===== src/sv/pmd_pkg.sv =====
package pmd_pkg;

  localparam int ACTION_W   = 2;
  localparam int POS_W      = 32;
  localparam int CFG_IDX_W  = 3;
  localparam int CFG_DATA_W = 32;
  localparam int DRIVE_W    = 8;
  localparam int DUTY_W     = 11;

  localparam logic [ACTION_W-1:0] ACT_PULSE = 2'd0;
  localparam logic [ACTION_W-1:0] ACT_CTRL  = 2'd1;
  localparam logic [ACTION_W-1:0] ACT_ZERO  = 2'd2;

  localparam logic [CFG_IDX_W-1:0] CFG_PROP_GAIN  = 3'd0;
  localparam logic [CFG_IDX_W-1:0] CFG_INTEG_GAIN = 3'd1;
  localparam logic [CFG_IDX_W-1:0] CFG_DERIV_GAIN = 3'd2;
  localparam logic [CFG_IDX_W-1:0] CFG_PULSE_STEP = 3'd3;
  localparam logic [CFG_IDX_W-1:0] CFG_DEAD_BAND  = 3'd4;

  typedef enum logic [1:0] {
    KIND_PULSE,
    KIND_CTRL,
    KIND_ZERO,
    KIND_NOP
  } item_kind_t;

  typedef struct packed {
    item_kind_t               kind;
    logic signed [POS_W-1:0]  target;
  } queue_entry_t;

  typedef struct packed {
    logic                     valid;
    item_kind_t               kind;
    logic signed [POS_W-1:0]  target;
  } queue_head_t;

  typedef enum logic [2:0] {
    BK_IDLE,
    BK_MUL_P,
    BK_MUL_D,
    BK_MUL_IL,
    BK_MUL_IH,
    BK_ACC,
    BK_FIN
  } back_state_t;

endpackage


===== src/sv/pmd_front.sv =====
module pmd_front #(
  parameter int QUEUE_DEPTH = 4
) (
  input  logic                                clk,
  input  logic                                rst_n,
  input  logic                                in_valid,
  output logic                                in_ready,
  input  logic [pmd_pkg::ACTION_W-1:0]        in_action,
  input  logic signed [pmd_pkg::POS_W-1:0]    in_target,
  output pmd_pkg::queue_head_t                head,
  input  logic                                pop
);
  import pmd_pkg::*;

  localparam int PTR_W = $clog2(QUEUE_DEPTH);
  localparam int CNT_W = $clog2(QUEUE_DEPTH + 1);

  queue_entry_t     entries_r [QUEUE_DEPTH];
  logic [PTR_W-1:0] wr_ptr_r, wr_ptr_nxt;
  logic [PTR_W-1:0] rd_ptr_r, rd_ptr_nxt;
  logic [CNT_W-1:0] count_r, count_nxt;
  logic             push;
  item_kind_t       in_kind;

  always_comb begin
    unique case (in_action)
      ACT_PULSE: in_kind = KIND_PULSE;
      ACT_CTRL:  in_kind = KIND_CTRL;
      ACT_ZERO:  in_kind = KIND_ZERO;
      default:   in_kind = KIND_NOP;
    endcase
  end

  assign in_ready = (count_r != CNT_W'(QUEUE_DEPTH));
  assign push     = in_valid && in_ready;

  assign head.valid  = (count_r != '0);
  assign head.kind   = entries_r[rd_ptr_r].kind;
  assign head.target = entries_r[rd_ptr_r].target;

  always_comb begin
    wr_ptr_nxt = wr_ptr_r;
    rd_ptr_nxt = rd_ptr_r;
    if (push) begin
      wr_ptr_nxt = (wr_ptr_r == PTR_W'(QUEUE_DEPTH - 1)) ? '0 : wr_ptr_r + PTR_W'(1);
    end
    if (pop) begin
      rd_ptr_nxt = (rd_ptr_r == PTR_W'(QUEUE_DEPTH - 1)) ? '0 : rd_ptr_r + PTR_W'(1);
    end
    count_nxt = count_r + CNT_W'(push) - CNT_W'(pop);
  end

  always_ff @(posedge clk) begin
    if (!rst_n) begin
      wr_ptr_r <= '0;
      rd_ptr_r <= '0;
      count_r  <= '0;
    end else begin
      wr_ptr_r <= wr_ptr_nxt;
      rd_ptr_r <= rd_ptr_nxt;
      count_r  <= count_nxt;
    end
  end

  always_ff @(posedge clk) begin
    if (push) begin
      entries_r[wr_ptr_r] <= '{kind: in_kind, target: in_target};
    end
  end

endmodule


===== src/sv/pmd_back.sv =====
module pmd_back (
  input  logic                                clk,
  input  logic                                rst_n,
  input  logic                                cfg_valid,
  output logic                                cfg_ready,
  input  logic [pmd_pkg::CFG_IDX_W-1:0]       cfg_index,
  input  logic [pmd_pkg::CFG_DATA_W-1:0]      cfg_wdata,
  input  pmd_pkg::queue_head_t                head,
  output logic                                pop,
  output logic                                out_valid,
  input  logic                                out_ready,
  output logic signed [pmd_pkg::DRIVE_W-1:0]  out_drive,
  output logic [pmd_pkg::DUTY_W-1:0]          out_duty_reverse,
  output logic [pmd_pkg::DUTY_W-1:0]          out_duty_forward,
  output logic                                out_moving_forward,
  output logic                                out_settled,
  output logic signed [pmd_pkg::POS_W-1:0]    out_position_now
);
  import pmd_pkg::*;

  function automatic logic signed [31:0] sat32(input logic signed [32:0] v);
    if (v[32] != v[31]) begin
      sat32 = v[32] ? 32'sh8000_0000 : 32'sh7FFF_FFFF;
    end else begin
      sat32 = v[31:0];
    end
  endfunction

  function automatic logic signed [47:0] sat48(input logic signed [48:0] v);
    if (v[48] != v[47]) begin
      sat48 = v[48] ? 48'sh8000_0000_0000 : 48'sh7FFF_FFFF_FFFF;
    end else begin
      sat48 = v[47:0];
    end
  endfunction

  // configuration
  logic signed [15:0] prop_gain_r, integ_gain_r, deriv_gain_r;
  logic [15:0]        pulse_step_r;
  logic [30:0]        dead_band_r;

  // servo state
  back_state_t        state_r, state_nxt;
  logic signed [31:0] position_r, position_nxt;
  logic signed [47:0] error_sum_r, error_sum_nxt;
  logic signed [31:0] last_error_r, last_error_nxt;
  logic               forward_r, forward_nxt;
  logic signed [7:0]  drive_r, drive_nxt;

  // control-step datapath
  logic signed [32:0] derr_r, derr_nxt;
  logic signed [48:0] prod_r, prod_nxt;
  logic signed [63:0] acc_r, acc_nxt;
  logic signed [15:0] mul_a;
  logic signed [32:0] mul_b;

  // result register
  logic               out_valid_r, out_valid_nxt;
  logic signed [7:0]  out_drive_r;
  logic [10:0]        out_duty_rev_r, out_duty_fwd_r;
  logic               out_fwd_r, out_settled_r;
  logic signed [31:0] out_pos_r;

  logic signed [32:0] pos_ext, step_ext, pulse_sum;
  logic signed [31:0] pulse_pos;
  logic signed [32:0] err_diff;
  logic signed [31:0] err_sat;
  logic [31:0]        err_mag;
  logic               outside;
  logic signed [48:0] sum_wide;
  logic signed [47:0] sum_sat;
  logic signed [32:0] derr;
  logic signed [63:0] acc_adj;
  logic signed [47:0] quot;
  logic signed [7:0]  drive_fin;
  logic [6:0]         drive_mag;
  logic [10:0]        duty;
  logic               out_free;
  logic               emit;

  assign cfg_ready = 1'b1;

  always_ff @(posedge clk) begin
    if (!rst_n) begin
      prop_gain_r  <= 16'sd200;
      integ_gain_r <= 16'sd0;
      deriv_gain_r <= 16'sd0;
      pulse_step_r <= 16'd367;
      dead_band_r  <= 31'd9830;
    end else if (cfg_valid) begin
      unique case (cfg_index)
        CFG_PROP_GAIN:  prop_gain_r  <= cfg_wdata[15:0];
        CFG_INTEG_GAIN: integ_gain_r <= cfg_wdata[15:0];
        CFG_DERIV_GAIN: deriv_gain_r <= cfg_wdata[15:0];
        CFG_PULSE_STEP: pulse_step_r <= cfg_wdata[15:0];
        CFG_DEAD_BAND:  dead_band_r  <= cfg_wdata[30:0];
        default: ;
      endcase
    end
  end

  // pulse move
  assign pos_ext   = {position_r[31], position_r};
  assign step_ext  = {17'b0, pulse_step_r};
  assign pulse_sum = forward_r ? pos_ext + step_ext : pos_ext - step_ext;
  assign pulse_pos = sat32(pulse_sum);

  // error, integral, deadband
  assign err_diff = {head.target[31], head.target} - pos_ext;
  assign err_sat  = sat32(err_diff);
  assign err_mag  = err_sat[31] ? (~err_sat + 32'd1) : err_sat;
  assign outside  = (err_mag > {1'b0, dead_band_r});
  assign sum_wide = {error_sum_r[47], error_sum_r} + {{17{err_sat[31]}}, err_sat};
  assign sum_sat  = sat48(sum_wide);
  assign derr     = {err_sat[31], err_sat} - {last_error_r[31], last_error_r};

  // shared multiplier: one product per cycle, integral term split into two halves
  always_comb begin
    case (state_r)
      BK_MUL_P: begin
        mul_a = prop_gain_r;
        mul_b = {last_error_r[31], last_error_r};
      end
      BK_MUL_D: begin
        mul_a = deriv_gain_r;
        mul_b = derr_r;
      end
      BK_MUL_IL: begin
        mul_a = integ_gain_r;
        mul_b = {9'b0, error_sum_r[23:0]};
      end
      BK_MUL_IH: begin
        mul_a = integ_gain_r;
        mul_b = {{9{error_sum_r[47]}}, error_sum_r[47:24]};
      end
      default: begin
        mul_a = '0;
        mul_b = '0;
      end
    endcase
  end

  assign prod_nxt = mul_a * mul_b;

  // truncate toward zero, then clamp
  assign acc_adj = acc_r + (acc_r[63] ? 64'sd65535 : 64'sd0);
  assign quot    = acc_adj[63:16];

  always_comb begin
    if (quot > 48'sd100) begin
      drive_fin = 8'sd100;
    end else if (quot < -48'sd100) begin
      drive_fin = -8'sd100;
    end else begin
      drive_fin = quot[7:0];
    end
  end

  assign out_free = !out_valid_r || out_ready;

  always_comb begin
    state_nxt      = state_r;
    position_nxt   = position_r;
    error_sum_nxt  = error_sum_r;
    last_error_nxt = last_error_r;
    forward_nxt    = forward_r;
    drive_nxt      = drive_r;
    derr_nxt       = derr_r;
    acc_nxt        = acc_r;
    pop            = 1'b0;
    emit           = 1'b0;
    unique case (state_r)
      BK_IDLE: begin
        if (head.valid && out_free) begin
          pop = 1'b1;
          unique case (head.kind)
            KIND_PULSE: begin
              position_nxt = pulse_pos;
              emit         = 1'b1;
            end
            KIND_ZERO: begin
              position_nxt = '0;
              drive_nxt    = '0;
              emit         = 1'b1;
            end
            KIND_CTRL: begin
              error_sum_nxt  = sum_sat;
              last_error_nxt = err_sat;
              derr_nxt       = derr;
              if (outside) begin
                state_nxt = BK_MUL_P;
              end else begin
                drive_nxt   = '0;
                forward_nxt = 1'b1;
                emit        = 1'b1;
              end
            end
            KIND_NOP: begin
              emit = 1'b1;
            end
          endcase
        end
      end
      BK_MUL_P: begin
        state_nxt = BK_MUL_D;
      end
      BK_MUL_D: begin
        acc_nxt   = 64'(prod_r);
        state_nxt = BK_MUL_IL;
      end
      BK_MUL_IL: begin
        acc_nxt   = acc_r + 64'(prod_r);
        state_nxt = BK_MUL_IH;
      end
      BK_MUL_IH: begin
        acc_nxt   = acc_r + 64'(prod_r);
        state_nxt = BK_ACC;
      end
      BK_ACC: begin
        // upper half of the integral term carries weight 2^24
        acc_nxt   = acc_r + (64'(prod_r) <<< 24);
        state_nxt = BK_FIN;
      end
      BK_FIN: begin
        if (out_free) begin
          drive_nxt   = drive_fin;
          forward_nxt = !drive_fin[7];
          emit        = 1'b1;
          state_nxt   = BK_IDLE;
        end
      end
      default: state_nxt = BK_IDLE;
    endcase
  end

  assign drive_mag     = drive_nxt[7] ? 7'(-drive_nxt) : drive_nxt[6:0];
  assign duty          = {drive_mag, 4'b0} + {2'b0, drive_mag, 2'b0};
  assign out_valid_nxt = emit ? 1'b1 : (out_ready ? 1'b0 : out_valid_r);

  always_ff @(posedge clk) begin
    if (!rst_n) begin
      state_r      <= BK_IDLE;
      position_r   <= '0;
      error_sum_r  <= '0;
      last_error_r <= '0;
      forward_r    <= 1'b1;
      drive_r      <= '0;
      out_valid_r  <= 1'b0;
    end else begin
      state_r      <= state_nxt;
      position_r   <= position_nxt;
      error_sum_r  <= error_sum_nxt;
      last_error_r <= last_error_nxt;
      forward_r    <= forward_nxt;
      drive_r      <= drive_nxt;
      out_valid_r  <= out_valid_nxt;
    end
  end

  always_ff @(posedge clk) begin
    derr_r <= derr_nxt;
    prod_r <= prod_nxt;
    acc_r  <= acc_nxt;
    if (emit) begin
      out_drive_r    <= drive_nxt;
      out_duty_rev_r <= drive_nxt[7] ? duty : 11'd0;
      out_duty_fwd_r <= drive_nxt[7] ? 11'd0 : duty;
      out_fwd_r      <= forward_nxt;
      out_settled_r  <= (drive_nxt == 8'sd0);
      out_pos_r      <= position_nxt;
    end
  end

  assign out_valid          = out_valid_r;
  assign out_drive          = out_drive_r;
  assign out_duty_reverse   = out_duty_rev_r;
  assign out_duty_forward   = out_duty_fwd_r;
  assign out_moving_forward = out_fwd_r;
  assign out_settled        = out_settled_r;
  assign out_position_now   = out_pos_r;

endmodule


===== src/sv/position_pid_motor_drive.sv =====
// An encoder pulse, zero or unused action, or a control step inside the deadband, ends in idle;
// one outside it runs BK_MUL_P, BK_MUL_D, BK_MUL_IL, BK_MUL_IH, BK_ACC and BK_FIN in turn.
// Throughput: one pulse or zero item per cycle while the result register is free; a control step
// outside the deadband holds the back end while it runs four products through one multiplier.
// The input queue (QUEUE_DEPTH entries) keeps taking items while the back end works.
// Reset (rst_n low, synchronous): queue empty, position, integral, last error and drive zero,
// direction forward, gains, step and deadband back to their default values.
module position_pid_motor_drive #(
  parameter int QUEUE_DEPTH = 4
) (
  input  logic                                clk,
  input  logic                                rst_n,
  input  logic                                in_valid,
  output logic                                in_ready,
  input  logic [pmd_pkg::ACTION_W-1:0]        in_action,
  input  logic signed [pmd_pkg::POS_W-1:0]    in_target,
  output logic                                out_valid,
  input  logic                                out_ready,
  output logic signed [pmd_pkg::DRIVE_W-1:0]  out_drive,
  output logic [pmd_pkg::DUTY_W-1:0]          out_duty_reverse,
  output logic [pmd_pkg::DUTY_W-1:0]          out_duty_forward,
  output logic                                out_moving_forward,
  output logic                                out_settled,
  output logic signed [pmd_pkg::POS_W-1:0]    out_position_now,
  input  logic                                cfg_valid,
  output logic                                cfg_ready,
  input  logic [pmd_pkg::CFG_IDX_W-1:0]       cfg_index,
  input  logic [pmd_pkg::CFG_DATA_W-1:0]      cfg_wdata
);
  import pmd_pkg::*;

  queue_head_t head;
  logic        pop;

  pmd_front #(
    .QUEUE_DEPTH(QUEUE_DEPTH)
  ) u_front (
    .clk       (clk),
    .rst_n     (rst_n),
    .in_valid  (in_valid),
    .in_ready  (in_ready),
    .in_action (in_action),
    .in_target (in_target),
    .head      (head),
    .pop       (pop)
  );

  pmd_back u_back (
    .clk                (clk),
    .rst_n              (rst_n),
    .cfg_valid          (cfg_valid),
    .cfg_ready          (cfg_ready),
    .cfg_index          (cfg_index),
    .cfg_wdata          (cfg_wdata),
    .head               (head),
    .pop                (pop),
    .out_valid          (out_valid),
    .out_ready          (out_ready),
    .out_drive          (out_drive),
    .out_duty_reverse   (out_duty_reverse),
    .out_duty_forward   (out_duty_forward),
    .out_moving_forward (out_moving_forward),
    .out_settled        (out_settled),
    .out_position_now   (out_position_now)
  );

endmodule


===== config.mk =====
export PLATFORM = sky130hd
export DESIGN_NAME = position_pid_motor_drive
export DESIGN_NICKNAME = d
export VERILOG_FILES = /design/src/sv/pmd_pkg.sv /design/src/sv/pmd_front.sv /design/src/sv/pmd_back.sv /design/src/sv/position_pid_motor_drive.sv
export SDC_FILE = /design/constraint.sdc
export NUM_CORES = 2
export LEC_CHECK = 0
export BUFFER_PORTS_ARGS = -buffer_cell sky130_fd_sc_hd__buf_4
export CORE_MARGIN = 5
export CORE_UTILIZATION = 30
export CTS_BUF_LIST = sky130_fd_sc_hd__clkbuf_8
export CTS_CLUSTER_SIZE = 40
export DETAILED_ROUTE_END_ITERATION = 6
export PLACE_DENSITY = 0.54
export SLEW_MARGIN = 5
export SYNTH_ARGS = -nofsm -noshare
export SYNTH_HDL_FRONTEND = slang
export SYNTH_SLANG_ARGS = --single-unit

===== constraint.sdc =====
create_clock -name clk -period 32.5 [get_ports clk]
set_input_delay 1.625 -clock clk [delete_from_list [all_inputs] [get_ports clk]]
set_output_delay 1.625 -clock clk [all_outputs]
set_load 0.02 [all_outputs]

==> results_dict.tcl <==
set metrics [dict create \
    synthSimpleGateAreaFrac_pct 15.47 \
    grt_pass1_vias 45940 \
    synth-adder-area-share_pct 28.15 \
    fin_crit_ns 14.42 \
    start_util_pct 30.07 \
    cts_buffers 97 \
    layout-drive-gt1-share_pct 7.845 \
    die_area_sq_um 194200 \
    vdd_drop_max_mv 0.09010 \
    yosys_register_bits 571 \
    die_w_um 440.6 \
    grt_pass1_wl_mm 270.9 \
    outcome "finished clean" \
    ys_types 103 \
    crit_top_cell "ha_1" \
    core_area_sq_um 185000 \
    clock_sinks 571 \
    crit_path_start_kind "flip-flop" \
    ys_seq_area_share_pct 25.82 \
    post_cts_resized 0 \
    grtUsageTotal_pct 17.76 \
    fin_crit_sh_pct 44.36 \
    synth_edf_count 293 \
    h-tree-depth 3 \
    cts_tree "yes" \
    drtAntennaViolNets 0 \
    finalNetCount 7363 \
    relSlewSlack_pct 20.74 \
    overflow 0 \
    synthMuxAreaShare_pct 1.700 \
    detail_route.wirelength_mm 174.7 \
    power.density_nw_per_um2 97.42 \
    design_area_sq_um 61660 \
    postCtsHoldBufs 0 \
    yosys_warnings 0 \
    clkLatencyLatePin_ns 0.85 \
    final_common_cell "nand2_1" \
    wl_per_cell_um 19.57 \
    syn_avg_cell_area_sq_um 8.863 \
    max_freq_ghz 0.06936 \
    cp_data_required_time_ns 33.04 \
    finalMaxSlewViolations 0 \
    post_cts_buffers 0 \
    die_y_um 440.6 \
    hpwl_mm 134.0 \
    syn_inst 6277 \
    most-common-layout-cells "nand2_1, inv_1, nor2_1" \
    cts_buffer_depth 3 \
    critPathKind "reg2reg" \
    clk_pin_slew_ns 0.06 \
    synth_compound_area_share_pct 17.27 \
    path_buf_inv 6 \
    tns_ns 0 \
    yosys_most_used_dff "edfxtp_1" \
    grt_setup_unrepaired "no" \
    dr.pass1.iters 6 \
    synthesis.area_sq_um 55630 \
    worst_slew_pin_slew_ns 1.189 \
    portBuffers 134 \
    std_cell_rows 158 \
    worst_path_largest_cell_delay_ns 0.70 \
    min_path_type "reg2reg" \
    placed_cell_area_sq_um 59640 \
    cts-root-buf "clkbuf_8" \
    ys_async_sr_fraction_pct 0 \
    setup_viol 0 \
    path_delay_family "compound AO/OA/AOI/OAI gates" \
    slowest_stage "a21oi_1" \
    io_pins 141 \
    drcViolationCount 0 \
    vias_per_cell 5.110 \
    yosys.area_share.xor_xnor_pct 4.975 \
    antenna_found_initial 3 \
    via_count 45600 \
    leakage_nw 26.77 \
    synth_top_family_by_area "adder cells" \
    crit_fanout 34 \
    maxCapViolCount 0 \
    grt_max_degree 87 \
    drt_iter0_markers 3621 \
    arrival_ns 14.96 \
    end_kind "flip-flop" \
    syn_to_final_growth_pct 10.83 \
    fin_skew_ns 0.07415 \
    hold_violations 0 \
    gp_congestion 0.9170 \
]
[flip-flops by register name (all words and copies together), names as in the netlist, 2 cells and up, named ones only]
signal                   flops
u_back.error_sum_r          48
u_front.entries_r          136
u_back.state_r               3
u_back.out_position_now     32
u_back.acc_r                64
u_front.rd_ptr_r             2
u_back.dead_band_r          31
u_back.derr_r               33
u_back.deriv_gain_r         16
u_back.drive_r               8
u_back.out_duty_reverse      9
u_back.out_duty_forward      9
u_front.wr_ptr_r             2
u_back.position_r           32
u_back.last_error_r         32
u_back.prod_r               49
u_back.out_drive             8
u_back.prop_gain_r          16
u_front.count_r              3
u_back.pulse_step_r         16
u_back.integ_gain_r         16
[logic make-up (layout without fill, tap and decap cells)]
logic type	count (synthesis)	after routing
flip-flops	571	571
multiplexers	51	51
buffers and inverters	970	1127
AND/OR/NAND/NOR	1918	1918
AO/OA/AOI/OAI	1500	1500
XOR/XNOR	316	316
adder cells (fa/ha/maj)	949	949
other	2	12
[cell type report]
| cell class | count | area [sq um] |
|---|---|---|
| inverters | 718 | 2703 |
| flip-flops and latches | 571 | 14370 |
| clock buffers | 108 | 1486 |
| diodes | 7 | 17.52 |
| well taps | 2480 | 3103 |
| repair buffers | 227 | 1704 |
| fillers | 19330 | 123400 |
| multi-input cells | 4739 | 37760 |
| clock inverters | 74 | 515.5 |
[power by group]
part	internal, mW	switching [mW]	leakage [nW]
Combinational	1.57	2.62	20.7
Sequential	1.02	0.110	4.99
Clock	0.351	0.333	1.12
[metrics by stage]
stage | util, % | instances | setup slack, ns | hold slack, ns | power (mW)
CTS | 33.31 | 8917 | 18.07 | 0.4557 | 6.007
global placement | 32.23 | 8735 | 18.18 | 0.4415 | 5.238
detailed placement | 32.23 | 8735 | 18.11 | 0.4470 | 5.289
finish | 33.32 | 8924 | 18.08 | 0.4541 | 6.006
global route | 33.32 | 8922 | 16.93 | 0.4763 | 6.519
floorplan | - | 6280 | 19.68 | 0.4360 | 4.133
[worst paths after layout]
| check | cells past startpoint | endpoint | slack, ns | start |
|---|---|---|---|---|
| hold reg to reg | 2 | u_back.deriv_gain_r[13]$_SDFFE_PN0P_ | 0.45 | u_back.deriv_gain_r[13]$_SDFFE_PN0P_ |
| setup / recovery | 50 | u_back.out_duty_reverse[10]$_SDFFCE_PP0P_ | 18.08 | flip-flop |
| hold / removal | 2 | u_back.deriv_gain_r[13]$_SDFFE_PN0P_ | 0.45 | u_back.deriv_gain_r[13]$_SDFFE_PN0P_ |
| setup reg to reg | 50 | u_back.out_duty_reverse[10]$_SDFFCE_PP0P_ | 18.08 | flip-flop |
[worst register-to-register path: cells and delay by family (launching register included)]
kind,cells,cell delay [ns]
AO/OA/AOI/OAI,17,4.82
XOR/XNOR,1,0.14
adder cells (fa/ha/maj),7,2.75
multiplexers,1,0.63
AND/OR/NAND/NOR,18,4.24
buffers and inverters,6,1.26
flip-flops,1,0.31
[layer usage]
metal / vias to the layer above / part of all wire [%] / track usage, % / wire (um)
li1: 21750 / - / - / -
met1: 22460 / 45 / 23.75 / 78170
met2: 1153 / 47 / 29.42 / 81270
met3: 243 / 5.4 / 2.795 / 9476
met4: 0 / 3.3 / 5.705 / 5741
met5: - / 0 / 0 / 0
[Yosys cell counts, drive strengths merged (40+ instances only)]
cell | instances | area share [%]
o21bai | 40 | 0.54
and3 | 62 | 0.70
clkbuf | 225 | 1.5
nand2b | 56 | 0.63
nand3 | 121 | 1.1
a21o | 144 | 1.9
inv | 717 | 4.8
xor2 | 116 | 1.8
dfxtp | 278 | 10
nor3 | 87 | 0.80
nand4 | 48 | 0.55
a211oi | 52 | 0.73
edfxtp | 293 | 16
fa | 509 | 18
and2 | 44 | 0.49
a31oi | 49 | 0.56
xnor2 | 200 | 3.1
nand2 | 786 | 5.3
o21ai | 307 | 2.8
ha | 426 | 9.6
nor2 | 541 | 3.7
a22oi | 42 | 0.57
o21a | 47 | 0.63
a21oi | 507 | 4.6
nor2b | 43 | 0.48
Note: power is estimated with default switching activity, not from simulation.
